==> src/design/acem_pkg.sv <==
// ============================================================================
// acem_pkg: shared constants and types of the three-channel converter monitor
// Scaling constants, field widths and the record passed from the scaling
// front end through the queue to the filter back end.
// ============================================================================
`default_nettype none

package acem_pkg;

    // Default converter sample width.
    localparam int SAMPLE_BITS_DEF = 10;

    // Result field widths.
    localparam int BAT_W  = 12;
    localparam int RAIL_W = 13;
    localparam int TEMP_W = 13;

    // Scaling constants. The ratios 10000/2744, 1000/2744 and 16000/2744
    // are reduced to 1250/343, 125/343 and 2000/343.
    localparam int BAT_MUL       = 1250;
    localparam int RAIL_MUL      = 125;
    localparam int RAIL_MUL_INIT = 2000;
    localparam int RAIL_DIV      = 343;
    localparam int TEMP_OFFSET   = 121;
    localparam int TEMP_DIV      = 6;

    // Filter constants: keep 15/16 of the old value.
    localparam int KEEP         = 15;
    localparam int SHRINK_SHIFT = 4;

    // Saturation limits.
    localparam int BAT_MAX_I  = 4095;
    localparam int RAIL_MAX_I = 8191;
    localparam int TEMP_MAX_I = 4095;
    localparam int TEMP_MIN_I = -4096;

    // Queue between front and back (depth is a power of two).
    localparam int QUEUE_DEPTH = 4;
    localparam int QPTR_W      = $clog2(QUEUE_DEPTH);

    // Scaled values of one conversion set.
    typedef struct packed {
        logic        [BAT_W-1:0]  bat_scaled;
        logic        [RAIL_W-1:0] rail_scaled;
        logic        [RAIL_W-1:0] rail_init;
        logic signed [TEMP_W-1:0] temp_scaled;
        logic signed [TEMP_W-1:0] temp_init;
    } scaled_t;

    // Write side of the queue.
    typedef struct packed {
        logic    push;
        scaled_t data;
    } q_wr_t;

    // Read side of the queue.
    typedef struct packed {
        logic    valid;
        scaled_t data;
    } q_rd_t;

endpackage

`default_nettype wire

==> src/design/acem_front.sv <==
// ============================================================================
// acem_front: scaling front end
// Two-stage pipeline. Stage one forms the constant products and the
// temperature quotient; stage two divides by 343 through reciprocal
// multiplication, saturates, and pushes the record into the queue.
// ============================================================================
`default_nettype none

module acem_front #(
    parameter int SAMPLE_BITS = acem_pkg::SAMPLE_BITS_DEF
) (
    input  logic                   clk,
    input  logic                   rst_n,
    input  logic                   in_valid,
    output logic                   in_ready,
    input  logic [SAMPLE_BITS-1:0] battery_sample,
    input  logic [SAMPLE_BITS-1:0] supply12_sample,
    input  logic [SAMPLE_BITS-1:0] temp_sample,
    input  logic                   q_full,
    output acem_pkg::q_wr_t        q_wr
);
    import acem_pkg::*;

    // Divide by 343: exact for products below 2**DIVN.
    localparam int DIVN = SAMPLE_BITS + 11;
    localparam int DIVK = DIVN + 9;
    localparam int MW   = DIVK - 8;
    localparam int QW   = DIVN - 8;
    localparam logic [63:0] M343_FULL =
        ((64'd1 << DIVK) + 64'(RAIL_DIV) - 64'd1) / 64'(RAIL_DIV);
    localparam logic [MW-1:0] M343 = M343_FULL[MW-1:0];

    // Divide by 6: exact for magnitudes below 2**SAMPLE_BITS.
    localparam int TK  = SAMPLE_BITS + 3;
    localparam int TQW = SAMPLE_BITS - 2;
    localparam logic [63:0] M6_FULL =
        ((64'd1 << TK) + 64'(TEMP_DIV) - 64'd1) / 64'(TEMP_DIV);
    localparam logic [SAMPLE_BITS:0] M6 = M6_FULL[SAMPLE_BITS:0];

    // Reciprocal division by 343.
    function automatic logic [QW-1:0] div343(input logic [DIVN-1:0] x);
        logic [DIVN+MW-1:0] prod;
        prod = (DIVN+MW)'(x) * (DIVN+MW)'(M343);
        return prod[DIVN+MW-1:DIVK];
    endfunction

    // Pipeline registers.
    logic                   s1_valid_reg, s1_valid_next;
    logic [DIVN-1:0]        s1_bat_reg;
    logic [DIVN-1:0]        s1_rail_reg;
    logic [DIVN-1:0]        s1_init_reg;
    logic [TQW-1:0]         s1_tq_reg;
    logic                   s1_tneg_reg;
    logic                   s2_valid_reg, s2_valid_next;
    scaled_t                s2_data_reg, s2_data_next;

    logic                   accept, s1_move, s2_move, s2_free;
    logic signed [SAMPLE_BITS:0] t_diff;
    logic [SAMPLE_BITS:0]   t_negated;
    logic [SAMPLE_BITS-1:0] t_mag;
    logic [2*SAMPLE_BITS:0] t_prod;

    logic [QW-1:0]          bat_q, rail_q, init_q;
    logic [TEMP_W-1:0]      tq_ext;
    logic signed [TEMP_W-1:0] ts;
    logic signed [TEMP_W+SHRINK_SHIFT-1:0] ti_wide;

    // Handshake through the two stages.
    assign s2_move  = s2_valid_reg && !q_full;
    assign s2_free  = !s2_valid_reg || s2_move;
    assign s1_move  = s1_valid_reg && s2_free;
    assign in_ready = !s1_valid_reg || s1_move;
    assign accept   = in_valid && in_ready;

    // Temperature offset removal and magnitude for truncating division.
    assign t_diff    = $signed({1'b0, temp_sample})
                     - $signed((SAMPLE_BITS+1)'(TEMP_OFFSET));
    assign t_negated = -t_diff;
    assign t_mag     = t_diff[SAMPLE_BITS] ? t_negated[SAMPLE_BITS-1:0]
                                           : t_diff[SAMPLE_BITS-1:0];
    assign t_prod    = (2*SAMPLE_BITS+1)'(t_mag) * (2*SAMPLE_BITS+1)'(M6);

    // Stage one capture.
    always_ff @(posedge clk)
    begin
        if (accept)
        begin
            s1_bat_reg  <= DIVN'(battery_sample) * DIVN'(BAT_MUL);
            s1_rail_reg <= DIVN'(supply12_sample) * DIVN'(RAIL_MUL);
            s1_init_reg <= DIVN'(supply12_sample) * DIVN'(RAIL_MUL_INIT);
            s1_tq_reg   <= t_prod[2*SAMPLE_BITS:TK];
            s1_tneg_reg <= t_diff[SAMPLE_BITS];
        end
    end

    // Stage two: division by 343, sign restore and saturation.
    always_comb
    begin
        bat_q  = div343(s1_bat_reg);
        rail_q = div343(s1_rail_reg);
        init_q = div343(s1_init_reg);
        tq_ext = TEMP_W'(s1_tq_reg);
        ts     = s1_tneg_reg ? -$signed(tq_ext) : $signed(tq_ext);
        ti_wide = $signed({{SHRINK_SHIFT{ts[TEMP_W-1]}}, ts}) <<< SHRINK_SHIFT;

        s2_data_next.bat_scaled  = (int'(bat_q) > BAT_MAX_I) ? '1 : BAT_W'(bat_q);
        s2_data_next.rail_scaled = (int'(rail_q) > RAIL_MAX_I) ? '1 : RAIL_W'(rail_q);
        s2_data_next.rail_init   = (int'(init_q) > RAIL_MAX_I) ? '1 : RAIL_W'(init_q);
        s2_data_next.temp_scaled = ts;
        if (ti_wide > $signed((TEMP_W+SHRINK_SHIFT)'(TEMP_MAX_I)))
        begin
            s2_data_next.temp_init = $signed(TEMP_W'(TEMP_MAX_I));
        end
        else if (ti_wide < $signed((TEMP_W+SHRINK_SHIFT)'(TEMP_MIN_I)))
        begin
            s2_data_next.temp_init = $signed(TEMP_W'(TEMP_MIN_I));
        end
        else
        begin
            s2_data_next.temp_init = ti_wide[TEMP_W-1:0];
        end
    end

    always_ff @(posedge clk)
    begin
        if (s1_move)
        begin
            s2_data_reg <= s2_data_next;
        end
    end

    // Stage valid bits.
    always_comb
    begin
        s1_valid_next = accept ? 1'b1 : (s1_move ? 1'b0 : s1_valid_reg);
        s2_valid_next = s1_move ? 1'b1 : (s2_move ? 1'b0 : s2_valid_reg);
    end

    always_ff @(posedge clk or negedge rst_n)
    begin
        if (!rst_n)
        begin
            s1_valid_reg <= 1'b0;
            s2_valid_reg <= 1'b0;
        end
        else
        begin
            s1_valid_reg <= s1_valid_next;
            s2_valid_reg <= s2_valid_next;
        end
    end

    assign q_wr.push = s2_move;
    assign q_wr.data = s2_data_reg;

endmodule

`default_nettype wire

==> src/design/acem_queue.sv <==
// ============================================================================
// acem_queue: record queue between front and back
// Small register FIFO that lets the scaling front end and the filter back
// end stall independently.
// ============================================================================
`default_nettype none

module acem_queue (
    input  logic            clk,
    input  logic            rst_n,
    input  acem_pkg::q_wr_t wr,
    output logic            full,
    input  logic            pop,
    output acem_pkg::q_rd_t rd
);
    import acem_pkg::*;

    scaled_t           mem_reg [QUEUE_DEPTH];
    logic [QPTR_W-1:0] wr_ptr_reg, wr_ptr_next;
    logic [QPTR_W-1:0] rd_ptr_reg, rd_ptr_next;
    logic [QPTR_W:0]   count_reg, count_next;

    assign full     = (count_reg == (QPTR_W+1)'(QUEUE_DEPTH));
    assign rd.valid = (count_reg != '0);
    assign rd.data  = mem_reg[rd_ptr_reg];

    // Entry storage.
    always_ff @(posedge clk)
    begin
        if (wr.push)
        begin
            mem_reg[wr_ptr_reg] <= wr.data;
        end
    end

    // Pointer and fill count update.
    always_comb
    begin
        wr_ptr_next = wr.push ? wr_ptr_reg + 1'b1 : wr_ptr_reg;
        rd_ptr_next = pop ? rd_ptr_reg + 1'b1 : rd_ptr_reg;
        count_next  = count_reg + (QPTR_W+1)'(wr.push) - (QPTR_W+1)'(pop);
    end

    always_ff @(posedge clk or negedge rst_n)
    begin
        if (!rst_n)
        begin
            wr_ptr_reg <= '0;
            rd_ptr_reg <= '0;
            count_reg  <= '0;
        end
        else
        begin
            wr_ptr_reg <= wr_ptr_next;
            rd_ptr_reg <= rd_ptr_next;
            count_reg  <= count_next;
        end
    end

endmodule

`default_nettype wire

==> src/design/acem_back.sv <==
// ============================================================================
// acem_back: filter back end
// Pops one scaled record per cycle unless the output stalls, updates the
// three filters and holds the result in the output register until taken.
// ============================================================================
`default_nettype none

module acem_back (
    input  logic                               clk,
    input  logic                               rst_n,
    input  acem_pkg::q_rd_t                    rd,
    output logic                               pop,
    output logic                               out_valid,
    input  logic                               out_ready,
    output logic        [acem_pkg::BAT_W-1:0]  battery_filtered,
    output logic        [acem_pkg::BAT_W-1:0]  battery_instant,
    output logic        [acem_pkg::RAIL_W-1:0] supply12_filtered,
    output logic signed [acem_pkg::TEMP_W-1:0] temp_filtered
);
    import acem_pkg::*;

    localparam int BSUM_W = BAT_W + SHRINK_SHIFT;
    localparam int RP_W   = RAIL_W + SHRINK_SHIFT;
    localparam int TP_W   = TEMP_W + SHRINK_SHIFT;

    logic                     out_valid_reg, out_valid_next;
    logic                     primed_reg;
    logic        [BAT_W-1:0]  bat_avg_reg, bat_avg_next;
    logic        [BAT_W-1:0]  bat_inst_reg;
    logic        [RAIL_W-1:0] rail_avg_reg, rail_avg_next;
    logic signed [TEMP_W-1:0] temp_avg_reg, temp_avg_next;

    logic        [BSUM_W-1:0] bat_sum;
    logic        [RP_W-1:0]   rail_prod;
    logic        [RAIL_W:0]   rail_sum;
    logic signed [TP_W-1:0]   temp_prod, temp_adj, temp_quot;
    logic signed [TEMP_W:0]   temp_sum;

    assign pop = rd.valid && (!out_valid_reg || out_ready);

    // Filter recurrences.
    always_comb
    begin
        // Battery: (new + 15*old) / 16, never above the 12-bit range.
        bat_sum = BSUM_W'(rd.data.bat_scaled) + BSUM_W'(bat_avg_reg) * BSUM_W'(KEEP);

        // 12 V: new + floor(15*old/16), saturated.
        rail_prod = RP_W'(rail_avg_reg) * RP_W'(KEEP);
        rail_sum  = (RAIL_W+1)'(rd.data.rail_scaled)
                  + (RAIL_W+1)'(rail_prod[RP_W-1:SHRINK_SHIFT]);

        // Temperature: new + 15*old/16 truncated toward zero, saturated.
        temp_prod = $signed({{SHRINK_SHIFT{temp_avg_reg[TEMP_W-1]}}, temp_avg_reg})
                  * $signed(TP_W'(KEEP));
        temp_adj  = temp_prod[TP_W-1] ? temp_prod + $signed(TP_W'(KEEP)) : temp_prod;
        temp_quot = temp_adj >>> SHRINK_SHIFT;
        temp_sum  = $signed({rd.data.temp_scaled[TEMP_W-1], rd.data.temp_scaled})
                  + $signed(temp_quot[TEMP_W:0]);

        if (!primed_reg)
        begin
            bat_avg_next  = rd.data.bat_scaled;
            rail_avg_next = rd.data.rail_init;
            temp_avg_next = rd.data.temp_init;
        end
        else
        begin
            bat_avg_next  = bat_sum[BSUM_W-1:SHRINK_SHIFT];
            rail_avg_next = (int'(rail_sum) > RAIL_MAX_I) ? '1 : rail_sum[RAIL_W-1:0];
            if (temp_sum > $signed((TEMP_W+1)'(TEMP_MAX_I)))
            begin
                temp_avg_next = $signed(TEMP_W'(TEMP_MAX_I));
            end
            else if (temp_sum < $signed((TEMP_W+1)'(TEMP_MIN_I)))
            begin
                temp_avg_next = $signed(TEMP_W'(TEMP_MIN_I));
            end
            else
            begin
                temp_avg_next = temp_sum[TEMP_W-1:0];
            end
        end
    end

    // Instant battery value travels with the result.
    always_ff @(posedge clk)
    begin
        if (pop)
        begin
            bat_inst_reg <= rd.data.bat_scaled;
        end
    end

    assign out_valid_next = pop ? 1'b1 : (out_ready ? 1'b0 : out_valid_reg);

    // Filter state doubles as the output register.
    always_ff @(posedge clk or negedge rst_n)
    begin
        if (!rst_n)
        begin
            out_valid_reg <= 1'b0;
            primed_reg    <= 1'b0;
            bat_avg_reg   <= '0;
            rail_avg_reg  <= '0;
            temp_avg_reg  <= '0;
        end
        else
        begin
            out_valid_reg <= out_valid_next;
            if (pop)
            begin
                primed_reg   <= 1'b1;
                bat_avg_reg  <= bat_avg_next;
                rail_avg_reg <= rail_avg_next;
                temp_avg_reg <= temp_avg_next;
            end
        end
    end

    assign out_valid         = out_valid_reg;
    assign battery_filtered  = bat_avg_reg;
    assign battery_instant   = bat_inst_reg;
    assign supply12_filtered = rail_avg_reg;
    assign temp_filtered     = temp_avg_reg;

endmodule

`default_nettype wire

==> src/design/adc_three_channel_ema_monitor.sv <==
// ============================================================================
// Throughput: one conversion set per cycle unless the output stalls; the
// two-stage scaling pipeline, the 4-entry queue and the filter register
// each advance one item a cycle. A set passes them in that order.
// Reset: asynchronous, active low; clears all valid bits, the queue and the
// filters, and the first set after reset loads the filters directly.
// adc_three_channel_ema_monitor: three-channel converter monitor top level
// ============================================================================
`default_nettype none

module adc_three_channel_ema_monitor #(
    parameter int SAMPLE_BITS = acem_pkg::SAMPLE_BITS_DEF
) (
    input  logic                               clk,
    input  logic                               rst_n,
    input  logic                               in_valid,
    output logic                               in_ready,
    input  logic        [SAMPLE_BITS-1:0]      battery_sample,
    input  logic        [SAMPLE_BITS-1:0]      supply12_sample,
    input  logic        [SAMPLE_BITS-1:0]      temp_sample,
    output logic                               out_valid,
    input  logic                               out_ready,
    output logic        [acem_pkg::BAT_W-1:0]  battery_filtered,
    output logic        [acem_pkg::BAT_W-1:0]  battery_instant,
    output logic        [acem_pkg::RAIL_W-1:0] supply12_filtered,
    output logic signed [acem_pkg::TEMP_W-1:0] temp_filtered
);
    import acem_pkg::*;

    q_wr_t q_wr;
    q_rd_t q_rd;
    logic  q_full;
    logic  q_pop;

    // Scaling front end.
    acem_front #(
        .SAMPLE_BITS (SAMPLE_BITS)
    ) u_front (
        .clk             (clk),
        .rst_n           (rst_n),
        .in_valid        (in_valid),
        .in_ready        (in_ready),
        .battery_sample  (battery_sample),
        .supply12_sample (supply12_sample),
        .temp_sample     (temp_sample),
        .q_full          (q_full),
        .q_wr            (q_wr)
    );

    // Decoupling queue.
    acem_queue u_queue (
        .clk   (clk),
        .rst_n (rst_n),
        .wr    (q_wr),
        .full  (q_full),
        .pop   (q_pop),
        .rd    (q_rd)
    );

    // Filter back end.
    acem_back u_back (
        .clk               (clk),
        .rst_n             (rst_n),
        .rd                (q_rd),
        .pop               (q_pop),
        .out_valid         (out_valid),
        .out_ready         (out_ready),
        .battery_filtered  (battery_filtered),
        .battery_instant   (battery_instant),
        .supply12_filtered (supply12_filtered),
        .temp_filtered     (temp_filtered)
    );

endmodule

`default_nettype wire

==> config.mk <==
export PLATFORM = sky130hd
export DESIGN_NAME = adc_three_channel_ema_monitor
export DESIGN_NICKNAME = d
export VERILOG_FILES = /design/src/design/acem_pkg.sv /design/src/design/acem_front.sv /design/src/design/acem_queue.sv /design/src/design/acem_back.sv /design/src/design/adc_three_channel_ema_monitor.sv
export SDC_FILE = /design/constraint.sdc
export NUM_CORES = 2
export LEC_CHECK = 0
export BUFFER_PORTS_ARGS = -buffer_cell sky130_fd_sc_hd__buf_4
export CELL_PAD_IN_SITES_DETAIL_PLACEMENT = 0
export CELL_PAD_IN_SITES_GLOBAL_PLACEMENT = 2
export CORE_ASPECT_RATIO = 1.25
export CORE_MARGIN = 2
export CORE_UTILIZATION = 40
export DETAILED_ROUTE_END_ITERATION = 16
export GPL_TIMING_DRIVEN = 0
export PLACE_DENSITY = 0.79
export SLEW_MARGIN = 20
export SYNTH_ARGS = -nofsm -noshare
export SYNTH_HDL_FRONTEND = slang
export SYNTH_SLANG_ARGS = --single-unit
==> constraint.sdc <==
create_clock -name clk -period 7.19 [get_ports clk]
set_clock_uncertainty 0.15 [all_clocks]
set_input_delay 0.719 -clock clk [delete_from_list [all_inputs] [get_ports clk]]
set_output_delay 0.719 -clock clk [all_outputs]
set_load 0.05 [all_outputs]
**After elaboration in Yosys (flattened, before gate mapping)**

Memory sizes are Yosys's and may differ from the RTL's.
Index checks and enable logic that the tools add are counted.

- Register bits: 188
- Bits in writable memories: 256
- Input port bits: 34
- Output and inout bits: 52
- Word-level logic and storage cells: 83
- Memories kept: 1

- Add/subtract/negate cells: 11
- Multiply operators: 10
- $lt $le $gt $ge: 6
- Eq/ne operators: 1
- Muxes and demuxes: 18
- Reduce and logical (&&, ||, !) cells: 15

Memory list:

| memory | depth | bits a word | read ports | clocked after memory_dff | wr ports | line | text |
|---|---|---|---|---|---|---|---|
| u_queue.mem_reg | 4 | 64 | 1 | 0 | 1 | acem_queue.sv:18 | `scaled_t mem_reg [QUEUE_DEPTH];` |

Operators with widths:

| operator | number |
|---|---|
| $mux 13 | 7 |
| $mul 17x22->39 const B | 2 |
| $mul 20x22->42 const B | 1 |
| $mul 10x10->20 const B | 2 |
| $mul 10x7->17 const B | 2 |
| $add 13x13->14 | 2 |
| $gt 14x13->1 const B | 2 |
| $add 17x5->17 const B | 1 |
| $gt 17x13->1 const B | 1 |
| $lt 17x13->1 const B | 1 |
| $mul 13x4->17 const B | 1 |
| $mul 13x5->17 const B | 1 |
| $mux 17 | 1 |
| $add 12x16->16 | 1 |
| $mul 12x4->16 const B | 1 |
| $lt 14x13->1 const B | 1 |
| $gt 13x12->1 const B | 1 |
| $neg 8->13 | 1 |
| $mux 12 | 1 |
| $sub 10x7->11 const B | 1 |
| $mux 10 | 1 |
| $neg 10->10 | 1 |
| $mux 1 | 8 |
| $reduce_bool 2->1 | 3 |
| other kinds (8) | 17 |

**Longest topological paths before layout**

- Depth in word-level cells: 8
- Depth in mapped cells: 27
- Gate-level depth less buffers: 27

**Cells and area by module**

From an unflattened synthesis, not the netlist that was laid out.

- Cell total of the unflattened synthesis: 3133
- Area total of the unflattened synthesis: 38164.1 um^2

Modules (own cells, without submodules):

| module | instances | cells each | area each (um^2) | sequential area each (um^2) |
|---|---|---|---|---|
| acem_front | 1 | 1980 | 21129.0 | 2842.7 |
| acem_queue | 1 | 368 | 9620.5 | 7862.5 |
| acem_back | 1 | 785 | 7414.6 | 1361.3 |

**Worst setup path after synthesis**

Ideal clock, no wire load.

- Kind: reg2reg
- Start point: reg u_back.temp_avg_reg[7] (netlist: u_back.temp_filtered[7])
- End point: reg u_back.temp_avg_reg[0] (netlist: u_back.temp_filtered[0])
- Setup time: 126 ps
- Arrival time: 6335 ps
- Required time: 6914 ps
- Path slack: 579 ps
- Cell stages (with the launch flop): 26
- Buffers on the path: 1
- Cells stage by stage: dfrtp_1 ha_1 fa_1 inv_1 fa_1 inv_1 ha_1 clkbuf_1 a21oi_1 o21bai_1 a21oi_1 a21oi_1 or4_1 a31o_2 o21a_1 a211oi_1 xnor2_1 ha_1 o21a_1 o21ai_0 a21oi_1 o221a_2 a211oi_1 nor2_1 o32ai_1 nor2_1

- Longest elaborated chain between the ends: 8

RTL lines:

| item | line | text |
|---|---|---|
| start, declared | acem_back.sv:31 | `logic signed [TEMP_W-1:0] temp_avg_reg, temp_avg_next;` |
| start signal, assigned | acem_back.sv:115 | `temp_avg_reg <= temp_avg_next;` |
| $mul 13x5->17 * | acem_back.sv:54 | `* $signed(TP_W'(KEEP));` |
| $add 17x5->17 | acem_back.sv:55 | `temp_adj = temp_prod[TP_W-1] ? temp_prod + $signed(TP_W'(KEEP)) : temp_prod;` |
| $mux 17 * | acem_back.sv:55 |  |
| $add 13x13->14 * | acem_back.sv:58 | `+ $signed(temp_quot[TEMP_W:0]);` |
| $lt 14x13->1 | acem_back.sv:74 | `else if (temp_sum < $signed((TEMP_W+1)'(TEMP_MIN_I)))` |
| $mux 13 | acem_back.sv:74 |  |
| $mux 13 * | acem_back.sv:70 | `if (temp_sum > $signed((TEMP_W+1)'(TEMP_MAX_I)))` |
| $mux 13 * | acem_back.sv:60 | `if (!primed_reg)` |

Mark *: on every way between the ends. The rest lies on a longest branch, timed or not.
A chain may end at the register's enable or synchronous reset.

**Final worst setup path**

- Start point: reg u_front.s1_bat_reg[5]
- End point: reg u_front.s2_data_reg (netlist bit u_front.q_wr[59]) (data pin)

- Longest elaborated chain between the ends: 2

RTL lines:

| item | line | text |
|---|---|---|
| start, declared | acem_front.sv:49 | `logic [DIVN-1:0] s1_bat_reg;` |
| start signal, assigned | acem_front.sv:88 | `s1_bat_reg <= DIVN'(battery_sample) * DIVN'(BAT_MUL);` |
| $mul 20x22->42 * | acem_front.sv:43 | `prod = (DIVN+MW)'(x) * (DIVN+MW)'(M343);` |
| $gt 13x12->1 | acem_front.sv:106 | `s2_data_next.bat_scaled = (int'(bat_q) > BAT_MAX_I) ? '1 : BAT_W'(bat_q);` |
| end signal, assigned | acem_front.sv:128 | `s2_data_reg <= s2_data_next;` |
| end, declared | acem_front.sv:55 | `scaled_t s2_data_reg, s2_data_next;` |

Marked as above.

==> impl_metrics.py <==
metrics = {
    "outcome": {
        "status": "finished, final reports clean",
    },
    "drt": {
        "drc": 0,
        "drtIter0Drc": 822,
        "wl_per_cell_um": 16.9,
        "drt_wl_total_um": 73500,
        "viasPerCell": 4.99,
        "vias": 21740,
        "drtAntennaViolNets": 0,
        "dr.pass1.iters": 4,
    },
    "global_routing": {
        "grt_start_max_net_pins": 50,
        "grt_usage": 0.166,
        "antenna_found_initial": 0,
        "grt_first_pass_wirelength_um": 121000,
        "grt_pass1_vias": 23511,
        "overflow": 0,
    },
    "cells_and_area": {
        "syn_to_final_growth_pct": 10.7,
        "nets": 4221,
        "drive_gt1_frac": 0.0850,
        "utilization": 0.447,
        "largest_reg_flops": 188,
        "num-fill-cells": 8225,
        "antenna_cells": 0,
    },
    "placement": {
        "dp_slack_ns": -0.287,
        "dp_hpwl_um": 61400,
        "place.gp.congestion": 0.874,
        "io_buffers": 85,
    },
    "timing": {
        "finalHoldViolCount": 0,
        "finalSetupViolCount": 0,
        "min_period_over_period": 0.971,
        "relSlewSlack": 0.363,
        "maxSlewViolCount": 0,
        "fmax_ghz": 0.143,
        "setup_ws_ns": 0.208,
        "worstMarginPinSlew_ns": 0.955,
        "final.min_clock_period_ns": 6.98,
    },
    "setup_path": {
        "end_kind": "register",
        "crit_arrival_ns": 7.10,
        "r2r-start": "u_front.s1_bat_reg[5]",
        "critPathLaunch": "u_front.s1_bat_reg[5]",
        "critPathRequiredTime_ns": 7.31,
        "crit_path_start_kind": "register",
        "worstSetupPathType": "register to register",
        "critPathMaxFanout": 6,
    },
    "die": {
        "die_w_um": 269,
        "dieArea_um2": 90400,
        "die_h_um": 336,
        "row_count": 121,
        "pin_count": 86,
        "design.core.area_um2": 87200,
        "initial_core_util": 0.404,
    },
    "synth": {
        "synth_edf_count": 293,
        "synth_top_family_by_area": "adder cells",
        "ys_warn_count": 0,
        "ys_seq_area_frac": 0.285,
        "synth-adder-area-share": 0.449,
        "synth.area.mux_share": 0.0335,
        "ys_seq_elements": 342,
        "yosys.area_share.simple": 0.0517,
        "synth-compound-area-share": 0.0753,
        "synthXorXnorAreaFrac": 0.0381,
        "syn_area_um2": 35200,
        "synth_flop_cell": "edfxtp_1",
        "synth_cells": 2995,
        "synth_fp_nets": 4054,
        "syn-mean-instance-area_um2": 11.8,
        "async_flop_share": 0.143,
        "ys_types": 70,
    },
    "cts": {
        "cts.sinks": 342,
        "cts-root-buf": "clkbuf_16",
        "cts_buffers": 36,
        "clk_latency_ns": 0.55,
        "path_clk_slew_ns": 0.06,
        "max-clock-path-buffers": 3,
        "htree_num_levels": 2,
        "tritoncts": "done",
    },
    "flow_run": {
        "drv_cap": 0,
    },
    "hold_path": {
        "worstHoldPathType": "input port to asynchronous set/reset pin",
    },
}
[routing by layer]
| layer | part of all wire | GRT usage | wire length, µm |
|---|---|---|---|
| met3 | 0.024 | 0.0179 | 1760 |
| met5 | 0 | 0 | 0 |
| met2 | 0.51 | 0.307 | 37700 |
| met1 | 0.44 | 0.207 | 32300 |
| met4 | 0.024 | 0.0408 | 1790 |
[kinds of logic (layout without fill, tap and decap cells)]
| kind of cell | count (synthesis) | after routing |
|---|---|---|
| mux | 59 | 59 |
| buf+inv | 629 | 822 |
| compound gates | 407 | 407 |
| simple gates | 377 | 377 |
| fa+ha+maj | 1028 | 1028 |
| flops | 342 | 342 |
| xor+xnor | 153 | 153 |
[area by class of cell]
class                           count  area, µm²  area share
Tap cell                         1168       1460      0.0375
Buffer                             29        113     0.00289
Timing Repair Buffer              129       1060      0.0272
Sequential cell                   342      10000       0.257
Clock buffer                       45        935      0.0240
Multi-Input combinational cell   2024      22900       0.588
Inverter                          600       2250      0.0578
Clock inverter                     19        191     0.00491
[what timing repair did]
action | CTS | global route
resized for setup | 2 | 21
endpoints found under the setup margin | 17 | 30
hold buffers | 0 | 0
setup buffers | 3 | 36
pin swaps | 0 | 5
[metrics by stage]
step / setup TNS (ns) / instance area (µm²) / instances / hold WS [ns]
after detailed placement: -2.19 / 37500 / 4253 / 0.335
after global placement: -3.24 / 37300 / 4248 / 0.316
after floorplan: 0 / 35200 / 2995 / 0.273
after CTS: 0 / 38600 / 4320 / 0.0693
final: 0 / 38900 / 4356 / 0.0608
after global routing: -0.0938 / 38900 / 4356 / 0.0950
[final timing paths]
check	endpoint	slack, ns	cells after the start
setup / recovery	u_front.q_wr[59]	0.21	19
hold / removal	u_queue.count_reg[0]	0.06	1
setup reg to reg	u_front.q_wr[59]	0.21	19
hold reg to reg	u_queue.mem_reg[0][44]	0.34	0
max in group asynchronous	u_back.temp_filtered[4]	6.29	1
min in group clk	u_front.s1_valid_reg	0.21	2
[cells in the final DEF (no fill, tap or decap), types with 10 or more instances in the layout]
cell type,count
dfrtp_1,46
o22ai_1,18
clkbuf_1,27
nor2_1,103
mux2i_1,11
xnor2_1,94
o31ai_1,13
o21a_1,25
o21ai_0,60
a21oi_1,98
and2_1,10
inv_1,599
mux4_2,47
clkbuf_16,36
nor3_1,32
nand4_1,10
a21o_1,45
fa_1,392
ha_1,630
a31oi_1,12
o21ai_1,24
nor2b_1,15
a211oi_1,17
nand2b_1,19
buf_4,124
o21bai_1,16
nand2_1,96
edfxtp_1,293
nand3_1,23
xor2_1,59
and3_1,20
[worst max-delay path: stages (launching register included)]
cell	delay (ns)
edfxtp_1	0.52
fa_2	0.57
ha_1	0.33
inv_1	0.05
fa_1	0.48
inv_1	0.06
fa_1	0.50
inv_1	0.05
fa_1	0.50
inv_1	0.05
fa_1	0.50
fa_1	0.49
ha_1	0.36
and3_1	0.23
a31o_2	0.29
and3_1	0.15
a21bo_2	0.25
a21o_1	0.20
a311o_1	0.39
or4_1	0.57
[cells in the mapped netlist (10+ instances only)]
cell type	number	share of area
o21a_1	25	0.0053
o22ai_1	18	0.0032
xnor2_1	94	0.023
nand3_1	23	0.0033
a21oi_1	100	0.014
ha_1	630	0.22
nor3_1	33	0.0047
nor2b_1	16	0.0028
and3_1	20	0.0036
clkbuf_1	19	0.0020
and2_1	15	0.0027
a2111oi_0	10	0.0025
edfxtp_1	293	0.25
a211oi_1	18	0.0038
mux4_2	47	0.030
o31ai_1	14	0.0030
fa_1	395	0.22
o21bai_1	16	0.0034
xor2_1	59	0.015
nand4_1	10	0.0018
nor2_1	104	0.011
a31oi_1	13	0.0023
mux2i_1	11	0.0031
o21ai_0	63	0.0090
nand2_1	97	0.010
nand2b_1	19	0.0034
a21o_1	45	0.0096
o21ai_1	22	0.0031
dfrtp_1	49	0.035
inv_1	599	0.064
Power is left out: the tool's default activity adds up to more than one toggle a clock period on the data nets, which glitch-free logic cannot reach.
